--- src/sv/urxq_pkg.sv ---
// Shared types and constants for the serial receive ring buffer.
package urxq_pkg;

   // Reset value of the quiet-time counter and of its reload register
   localparam logic [7:0] QUIET_RESET = 8'd3;

   typedef enum logic [1:0] {
      ACT_BYTE  = 2'd0,
      ACT_TICK  = 2'd1,
      ACT_READ  = 2'd2,
      ACT_CLEAR = 2'd3
   } action_type;

   typedef enum logic [1:0] {
      ST_OK    = 2'd0,
      ST_EMPTY = 2'd1,
      ST_BUSY  = 2'd2
   } status_type;

   typedef enum logic {
      S_IDLE = 1'b0,
      S_RESP = 1'b1
   } state_type;

   // Commands from the controller to the datapath
   typedef struct packed {
      logic       load;
      logic       push;
      logic       tick;
      logic       pop;
      logic       clear;
      status_type code;
   } cmd_type;

   // Status from the datapath to the controller
   typedef struct packed {
      logic quiet_zero;
      logic empty;
   } sts_type;

endpackage

--- src/sv/urxq_ram.sv ---
// Generic single-write, single-read RAM with registered read data.
module urxq_ram #(
   parameter int WIDTH = 8,
   parameter int DEPTH = 256
) (
   input  logic                     clock,
   input  logic                     wr_en,
   input  logic [$clog2(DEPTH)-1:0] wr_addr,
   input  logic [WIDTH-1:0]         wr_data,
   input  logic                     rd_en,
   input  logic [$clog2(DEPTH)-1:0] rd_addr,
   output logic [WIDTH-1:0]         rd_data
);

   logic [WIDTH-1:0] mem_ff [DEPTH];
   logic [WIDTH-1:0] rd_data_ff;

   // Write port
   always_ff @(posedge clock) begin
      if (wr_en) begin
         mem_ff[wr_addr] <= wr_data;
      end
   end

   // Registered read port; data holds until the next read
   always_ff @(posedge clock) begin
      if (rd_en) begin
         rd_data_ff <= mem_ff[rd_addr];
      end
   end

   assign rd_data = rd_data_ff;

endmodule

--- src/sv/urxq_ctrl.sv ---
// Controller: handshake state machine and action decode for the ring buffer.
module urxq_ctrl (
   input  logic              clock,
   input  logic              reset,
   input  logic              req_valid,
   output logic              req_stall,
   input  logic [1:0]        req_action,
   output logic              rsp_valid,
   input  logic              rsp_stall,
   input  urxq_pkg::sts_type dp_sts,
   output urxq_pkg::cmd_type cmd
);

   urxq_pkg::state_type  state_ff;
   urxq_pkg::state_type  state_in;
   urxq_pkg::action_type action;
   logic                 accept;

   assign action = urxq_pkg::action_type'(req_action);
   assign accept = req_valid && !req_stall;

   // State register
   always_ff @(posedge clock) begin
      if (reset) begin
         state_ff <= urxq_pkg::S_IDLE;
      end else begin
         state_ff <= state_in;
      end
   end

   // Next state, handshake and datapath commands
   always_comb begin
      state_in  = state_ff;
      req_stall = 1'b1;
      rsp_valid = 1'b0;
      cmd       = '0;
      cmd.code  = urxq_pkg::ST_OK;
      unique case (state_ff)
         urxq_pkg::S_IDLE: begin
            req_stall = 1'b0;
            if (req_valid) begin
               cmd.load = 1'b1;
               state_in = urxq_pkg::S_RESP;
               unique case (action)
                  urxq_pkg::ACT_BYTE:  cmd.push = 1'b1;
                  urxq_pkg::ACT_TICK:  cmd.tick = 1'b1;
                  urxq_pkg::ACT_READ: begin
                     // refuse while quiet, report empty, else pop
                     if (!dp_sts.quiet_zero) begin
                        cmd.code = urxq_pkg::ST_BUSY;
                     end else if (dp_sts.empty) begin
                        cmd.code = urxq_pkg::ST_EMPTY;
                     end else begin
                        cmd.pop = 1'b1;
                     end
                  end
                  urxq_pkg::ACT_CLEAR: cmd.clear = 1'b1;
                  default:             cmd.clear = 1'b1;
               endcase
            end
         end
         urxq_pkg::S_RESP: begin
            rsp_valid = 1'b1;
            if (!rsp_stall) begin
               state_in = urxq_pkg::S_IDLE;
            end
         end
         default: state_in = urxq_pkg::S_IDLE;
      endcase
   end

   // Every accepted item yields a result in the following cycle
   a_accept_gives_rsp: assert property (@(posedge clock) disable iff (reset)
      accept |=> rsp_valid)
      else $error("accepted item did not produce a result");

   // No new item is taken while a result is pending
   a_no_accept_in_rsp: assert property (@(posedge clock) disable iff (reset)
      rsp_valid |-> req_stall)
      else $error("input accepted while a result is pending");

   // A pop only happens on a quiet, non-empty ring
   a_pop_legal: assert property (@(posedge clock) disable iff (reset)
      cmd.pop |-> (dp_sts.quiet_zero && !dp_sts.empty))
      else $error("pop issued on a busy or empty ring");

   // A taken result is not shown twice
   a_rsp_once: assert property (@(posedge clock) disable iff (reset)
      (rsp_valid && !rsp_stall) |=> !rsp_valid)
      else $error("result repeated after transfer");

endmodule

--- src/sv/urxq_dp.sv ---
// Datapath: ring indices, full flag, quiet counter, store and result registers.
module urxq_dp #(
   parameter int DEPTH = 256
) (
   input  logic              clock,
   input  logic              reset,
   input  urxq_pkg::cmd_type cmd,
   output urxq_pkg::sts_type dp_sts,
   input  logic [7:0]        req_rx_byte,
   input  logic              csr_wr_en,
   input  logic [7:0]        csr_wr_data,
   output logic [7:0]        rsp_read_byte,
   output logic [1:0]        rsp_status,
   output logic              rsp_full_flag
);

   localparam int IDX_W = $clog2(DEPTH);
   localparam logic [IDX_W-1:0] LAST_IDX = IDX_W'(DEPTH - 1);

   logic [IDX_W-1:0]     wr_idx_ff;
   logic [IDX_W-1:0]     wr_idx_in;
   logic [IDX_W-1:0]     rd_idx_ff;
   logic [IDX_W-1:0]     rd_idx_in;
   logic                 full_ff;
   logic                 full_in;
   logic [7:0]           quiet_ff;
   logic [7:0]           quiet_in;
   logic [7:0]           reload_ff;
   urxq_pkg::status_type status_ff;
   logic                 sel_ff;
   logic [IDX_W-1:0]     wr_next;
   logic [IDX_W-1:0]     rd_next;
   logic [7:0]           ram_rd_data;

   // Wrap the indices at the ring's last entry
   assign wr_next = (wr_idx_ff == LAST_IDX) ? '0 : wr_idx_ff + 1'b1;
   assign rd_next = (rd_idx_ff == LAST_IDX) ? '0 : rd_idx_ff + 1'b1;

   // Next index, flag and counter values
   always_comb begin
      wr_idx_in = wr_idx_ff;
      rd_idx_in = rd_idx_ff;
      full_in   = full_ff;
      quiet_in  = quiet_ff;
      if (cmd.push) begin
         quiet_in  = reload_ff;
         wr_idx_in = wr_next;
         // drop the oldest byte when the writer catches the reader
         if (wr_next == rd_idx_ff) begin
            rd_idx_in = rd_next;
            full_in   = 1'b1;
         end
      end
      if (cmd.tick && quiet_ff != 8'd0) begin
         quiet_in = quiet_ff - 8'd1;
      end
      if (cmd.pop) begin
         rd_idx_in = rd_next;
         full_in   = 1'b0;
      end
      if (cmd.clear) begin
         wr_idx_in = '0;
         rd_idx_in = '0;
         full_in   = 1'b0;
      end
   end

   // Control state
   always_ff @(posedge clock) begin
      if (reset) begin
         wr_idx_ff <= '0;
         rd_idx_ff <= '0;
         full_ff   <= 1'b0;
         quiet_ff  <= urxq_pkg::QUIET_RESET;
         reload_ff <= urxq_pkg::QUIET_RESET;
         status_ff <= urxq_pkg::ST_OK;
         sel_ff    <= 1'b0;
      end else begin
         wr_idx_ff <= wr_idx_in;
         rd_idx_ff <= rd_idx_in;
         full_ff   <= full_in;
         quiet_ff  <= quiet_in;
         if (csr_wr_en) begin
            reload_ff <= csr_wr_data;
         end
         if (cmd.load) begin
            status_ff <= cmd.code;
            sel_ff    <= cmd.pop;
         end
      end
   end

   // Byte store
   urxq_ram #(
      .WIDTH (8),
      .DEPTH (DEPTH)
   ) u_store (
      .clock   (clock),
      .wr_en   (cmd.push),
      .wr_addr (wr_idx_ff),
      .wr_data (req_rx_byte),
      .rd_en   (cmd.pop),
      .rd_addr (rd_idx_ff),
      .rd_data (ram_rd_data)
   );

   assign dp_sts.quiet_zero = (quiet_ff == 8'd0);
   assign dp_sts.empty      = (rd_idx_ff == wr_idx_ff) && !full_ff;

   // Result fields hold while the result waits
   assign rsp_read_byte = sel_ff ? ram_rd_data : 8'd0;
   assign rsp_status    = status_ff;
   assign rsp_full_flag = full_ff;

endmodule

--- src/sv/uart_rx_ring_fifo_with_quiet_gate.sv ---
// Top level of the serial receive ring buffer with a quiet-time read gate.
//
// Input channel (req_valid / req_stall) carries one action per transfer:
// received byte, time tick, read one byte or clear. Each transfer yields
// exactly one result on the output channel (rsp_valid / rsp_stall): the
// byte read (else 0), a status code (ok, empty, busy) and the full flag.
// A received byte reloads the quiet counter; reads report busy until
// enough ticks have counted it down to zero. When the ring overflows the
// oldest byte is dropped and the full flag is set.
// The result is offered in the cycle after the input transfer. No new
// item is taken while a result is pending: there is a single result
// register, and the byte store has a registered read port.
// While a result waits under rsp_stall, req_stall stays high and all
// state holds. Reset (synchronous, active high) empties the ring, clears
// the full flag and sets counter and reload register to 3; store contents
// are not cleared and need no clearing pass. csr_wr_en writes the quiet
// reload value from csr_wr_data; write it only while the block is idle.
module uart_rx_ring_fifo_with_quiet_gate #(
   parameter int DEPTH = 256
) (
   input  logic       clock,
   input  logic       reset,
   input  logic       req_valid,
   output logic       req_stall,
   input  logic [1:0] req_action,
   input  logic [7:0] req_rx_byte,
   output logic       rsp_valid,
   input  logic       rsp_stall,
   output logic [7:0] rsp_read_byte,
   output logic [1:0] rsp_status,
   output logic       rsp_full_flag,
   input  logic       csr_wr_en,
   input  logic [7:0] csr_wr_data
);

   urxq_pkg::cmd_type cmd;
   urxq_pkg::sts_type dp_sts;

   // Handshake and decode
   urxq_ctrl u_ctrl (
      .clock      (clock),
      .reset      (reset),
      .req_valid  (req_valid),
      .req_stall  (req_stall),
      .req_action (req_action),
      .rsp_valid  (rsp_valid),
      .rsp_stall  (rsp_stall),
      .dp_sts     (dp_sts),
      .cmd        (cmd)
   );

   // Ring state and store
   urxq_dp #(
      .DEPTH (DEPTH)
   ) u_dp (
      .clock         (clock),
      .reset         (reset),
      .cmd           (cmd),
      .dp_sts        (dp_sts),
      .req_rx_byte   (req_rx_byte),
      .csr_wr_en     (csr_wr_en),
      .csr_wr_data   (csr_wr_data),
      .rsp_read_byte (rsp_read_byte),
      .rsp_status    (rsp_status),
      .rsp_full_flag (rsp_full_flag)
   );

endmodule

--- config.mk ---
export PLATFORM = sky130hd
export DESIGN_NAME = uart_rx_ring_fifo_with_quiet_gate
export DESIGN_NICKNAME = d
export VERILOG_FILES = /design/src/sv/urxq_pkg.sv /design/src/sv/urxq_ram.sv /design/src/sv/urxq_ctrl.sv /design/src/sv/urxq_dp.sv /design/src/sv/uart_rx_ring_fifo_with_quiet_gate.sv
export SDC_FILE = /design/constraint.sdc
export NUM_CORES = 2
export LEC_CHECK = 0
export ABC_AREA = 1
export BUFFER_PORTS_ARGS = -buffer_cell sky130_fd_sc_hd__buf_2
export CAP_MARGIN = 20
export CORE_MARGIN = 3
export CORE_UTILIZATION = 46
export DETAILED_ROUTE_END_ITERATION = 10
export PLACE_DENSITY = 0.72
export RECOVER_POWER = 25
export SLEW_MARGIN = 15
export SYNTH_ARGS = -nofsm -noshare
export SYNTH_HDL_FRONTEND = slang
export SYNTH_HIERARCHICAL = 1
export SYNTH_SLANG_ARGS = --single-unit
--- constraint.sdc ---
create_clock -name clock -period 3.6 [get_ports clock]
set_input_delay 1.08 -clock clock [delete_from_list [all_inputs] [get_ports clock]]
set_output_delay 1.08 -clock clock [all_outputs]
set_load 0.05 [all_outputs]
==> impl_summary.txt <==
----------------------------------------------------
[Synth]
  Total of warnings raised by yosys ... 6
  Cell count after synthesis ... 7,336
  Synth Cell Area ... 0.0857 sq mm
  Net count after synthesis ... 7,363
  Mapped Avg Cell Area ... 11.7 sq um
  Sequential fraction of the synthesis area ... 72.9%
  #FFs+latches synth ... 2,093
  Unique cell type count in the Yosys netlist ... 38

[Detailed routing]
  Sum of routed wire length over all layers ... 232,000 um
  Number of remaining DRC errors ... 0
  Per-cell routed wire length ... 23.0 um
  Vias/cell ... 5.79
  Antenna Violating Nets Remaining ... 0
  Via count ... 58,500
  1st-pass router iterations ... 6
  Drt initial violations ... 8,659

[Die]
  Starting utilization of the core area ... 46.5%
  Core region area ... 0.184 sq mm
  Number of I/O pins ... 36
  Total Die Area ... 0.191 sq mm
  Vertical die dimension ... 438 um
  Chip width ... 438 um
  FP Rows ... 157

[STA]
  Setup repair after global routing missed its margin ... no
  Pin slew with the least headroom to its limit ... 3.41 ns
  Count of final setup violators ... 0
  Max Freq ... 289 MHz
  Share of the cycle needed by the critical path after routing ... 96.1%
  Setup TNS ... 0 ns
  Skew final ... 0.0489 ns
  Fin. Hold Viols ... 0
  Final Max Tran Viols ... 616
  Worst relative slew slack ... -127%
  Final critical-path setup slack ... 0.140 ns
  Time the worst path needs with I/O delays and setup ... 3.46 ns
  Hold Worst Slack ... 0.461 ns

[Critical path]
  Worst endpoint required time ... 3.96 ns
  Crit path largest cell delay ... 1.40 ns
  Slowest cell on the critical path ... sky130_fd_sc_hd__dlymetal6s4s_1
  Crit path cell chain ... clkbuf_2 > dlymetal6s4s_1
  Family with the most delay on the worst path ... buffers and inverters
  Crit Path Max Fanout ... 58
  CP Data Arrival Time ... 3.82 ns
  CP startpoint kind ... input port
  Type of the worst setup path ... input port to register
  Nature of the critical path endpoint ... register
  Buf/Inv on CP ... 2

[Clocking]
  Library cell used as clock root buffer ... sky130_fd_sc_hd__clkbuf_16
  Setup Fix Bufs, Post-CTS ... 0
  CTS buffer count ... 200
  CTS Sinks ... 2,093
  CTS H-Tree Depth ... 4
  Clock latency of the later-clocked register in the worst-skew pair ... 0.84 ns
  CTS tree ... yes
  Number of gates given a new drive strength after cts ... 0
  Buffers from clock root to sink, at most ... 3
  Hold-fix buffers, CTS ... 0
  Clock transition time at the flip-flop clock pins of the worst setup and hold paths ... 0.06 ns

[Cells and area]
  Non-filler cells, final ... 10,100
  Final std cell area, no fill ... 0.0962 sq mm
  Final core utilization ... 52.3%
  Flip-flop and latch area ... 0.0625 sq mm
  Leading cell types in the layout, fill and taps excluded ... 2,199 x sky130_fd_sc_hd__nand2_1, 2,056 x sky130_fd_sc_hd__edfxtp_1, 2,041 x sky130_fd_sc_hd__nand3_1
  Fraction of final layout cells with drive strength greater than 1 ... 9.20%
  Most frequent standard cell in the layout excluding fill and tap cells ... sky130_fd_sc_hd__nand2_1
  Area taken by multi-input logic gates ... 0.0204 sq mm
  Nets ... 7,494
  # fillers ... 15,200
  Syn-to-layout area delta ... 12.4%

[Placement]
  Placement Setup Slack ... 0.00576 ns
  Final weighted congestion in routability-driven placement ... 0.949
  Total placed cells including tap cells ... 9,729
  Placed instance area ... 0.0902 sq mm
  Detailed placement HPWL ... 138,000 um
  Port Buffer Count ... 35

[Run]
  Max_cap viols ... 12

[Run status]
  Violations in the final reports ... capacitance limit, slew limit
  Result of the run ... finished, violations left

[Min path]
  Hold WC Path Type ... register to register

[GRT]
  Overall routing resource usage ... 23.7%
  Number of global-route vias before repair ... 55,600
  Initial antenna violation count ... 4
  Maximum number of pins on one net before global-route repair ... 194
  Overflow after GRT ... 0
  First-pass GRT wire length ... 345,000 um

[Pwr]
  Leakage component of the power ... 33.6 nW
  IR drop worst, VDD ... 0.000406 V
  Total power of the final layout ... 48.2 mW
  Power Dens Cells ... 501 mW/mm^2

----------------------------------------------------
[final cells by class]
type | instances | area share (%)
Antenna cell | 2 | 0.00520
Clock buffer | 245 | 5.46
Clock inverter | 122 | 1.14
Inverter | 81 | 0.351
Multi-Input combinational cell | 4668 | 21.2
Sequential cell | 2093 | 64.9
Tap cell | 2464 | 3.20
Timing Repair Buffer | 423 | 3.72
[routing by layer]
metal / up-vias / part of all wire (%) / global-route usage [%]
met3: 555 / 11 / 4.83
met5: - / 0 / 0
met2: 3581 / 46 / 36.6
met4: 0 / 4.6 / 10.9
met1: 28200 / 38 / 32.5
li1: 26200 / - / -
[cells by family after synthesis]
| family | share of synthesized area, % |
|---|---|
| buf+inv | 3.28 |
| simple gates | 23.2 |
| compound gates | 0.355 |
| fa+ha+maj | 0.0584 |
| flops | 72.9 |
| xor+xnor | 0.143 |
[power by group]
part / internal, mW / switching [mW] / leakage [nW]
Clock: 11.5 / 8.90 / 3.11
Combinational: 0.154 / 0.803 / 11.7
Sequential: 26.8 / 0.0253 / 18.8
[sequential cells by signal (all words and copies together), names as in the netlist]
signal                cells
u_ctrl/state_ff           1
u_dp/rd_idx_ff            8
u_dp/u_store/rd_data      8
u_dp/rsp_status           2
u_dp/wr_idx_ff            8
u_dp/reload_ff            8
u_dp/quiet_ff             8
u_dp/sel_ff               1
u_dp/u_store/mem_ff    2048
u_dp/rsp_full_flag        1
[worst paths after layout]
| path | from | end | slack, ns | cells after the start |
|---|---|---|---|---|
| setup / recovery | req_rx_byte[5] | u_dp/u_store/mem_ff[194][5]$_DFFE_PP_ | 0.14 | 2 |
| hold / removal | u_dp/reload_ff[0]$_SDFFE_PP1P_ | u_dp/reload_ff[0]$_SDFFE_PP1P_ | 0.46 | 2 |
| setup reg to reg | u_dp/rd_idx_ff[1]$_SDFFE_PP0P_ | u_dp/u_store/rd_data[4]$_DFFE_PP_ | 0.55 | 10 |
| hold reg to reg | u_dp/reload_ff[0]$_SDFFE_PP1P_ | u_dp/reload_ff[0]$_SDFFE_PP1P_ | 0.46 | 2 |
[cells in the mapped netlist]
cell type / number / area [sq um]
sky130_fd_sc_hd__nor2_1: 329 / 1230
sky130_fd_sc_hd__buf_6: 16 / 180
sky130_fd_sc_hd__and3_1: 1 / 6.26
sky130_fd_sc_hd__o311ai_0: 1 / 8.76
sky130_fd_sc_hd__a31oi_1: 1 / 6.26
sky130_fd_sc_hd__inv_1: 75 / 282
sky130_fd_sc_hd__clkinv_1: 1 / 3.75
sky130_fd_sc_hd__a221oi_1: 1 / 8.76
sky130_fd_sc_hd__buf_4: 47 / 353
sky130_fd_sc_hd__o22ai_1: 1 / 6.26
sky130_fd_sc_hd__nor2_4: 2 / 22.5
sky130_fd_sc_hd__nor2_2: 3 / 18.8
sky130_fd_sc_hd__nor4_1: 2 / 12.5
sky130_fd_sc_hd__a21oi_1: 22 / 110
sky130_fd_sc_hd__nand4_1: 4 / 25.0
sky130_fd_sc_hd__ha_1: 4 / 50.1
sky130_fd_sc_hd__o21ai_0: 20 / 100
sky130_fd_sc_hd__nand2_4: 1 / 11.3
sky130_fd_sc_hd__xor2_1: 11 / 96.3
sky130_fd_sc_hd__dfxtp_1: 37 / 741
sky130_fd_sc_hd__clkbuf_1: 120 / 450
sky130_fd_sc_hd__nand3_1: 2041 / 10200
sky130_fd_sc_hd__xnor2_1: 3 / 26.3
sky130_fd_sc_hd__a311oi_1: 1 / 8.76
sky130_fd_sc_hd__buf_2: 270 / 1350
sky130_fd_sc_hd__o2111ai_1: 2 / 17.5
sky130_fd_sc_hd__nand2_2: 5 / 31.3
sky130_fd_sc_hd__buf_1: 40 / 150
sky130_fd_sc_hd__buf_8: 1 / 15.0
sky130_fd_sc_hd__inv_2: 4 / 15.0
sky130_fd_sc_hd__nor3b_1: 1 / 7.51
sky130_fd_sc_hd__o21a_1: 2 / 15.0
sky130_fd_sc_hd__nor3_1: 7 / 35.0
sky130_fd_sc_hd__nand3_4: 1 / 17.5
sky130_fd_sc_hd__a211oi_1: 3 / 22.5
sky130_fd_sc_hd__edfxtp_1: 2056 / 61700
sky130_fd_sc_hd__nand2_1: 2199 / 8250
sky130_fd_sc_hd__inv_4: 1 / 6.26
(Power assumes the default switching activity.)
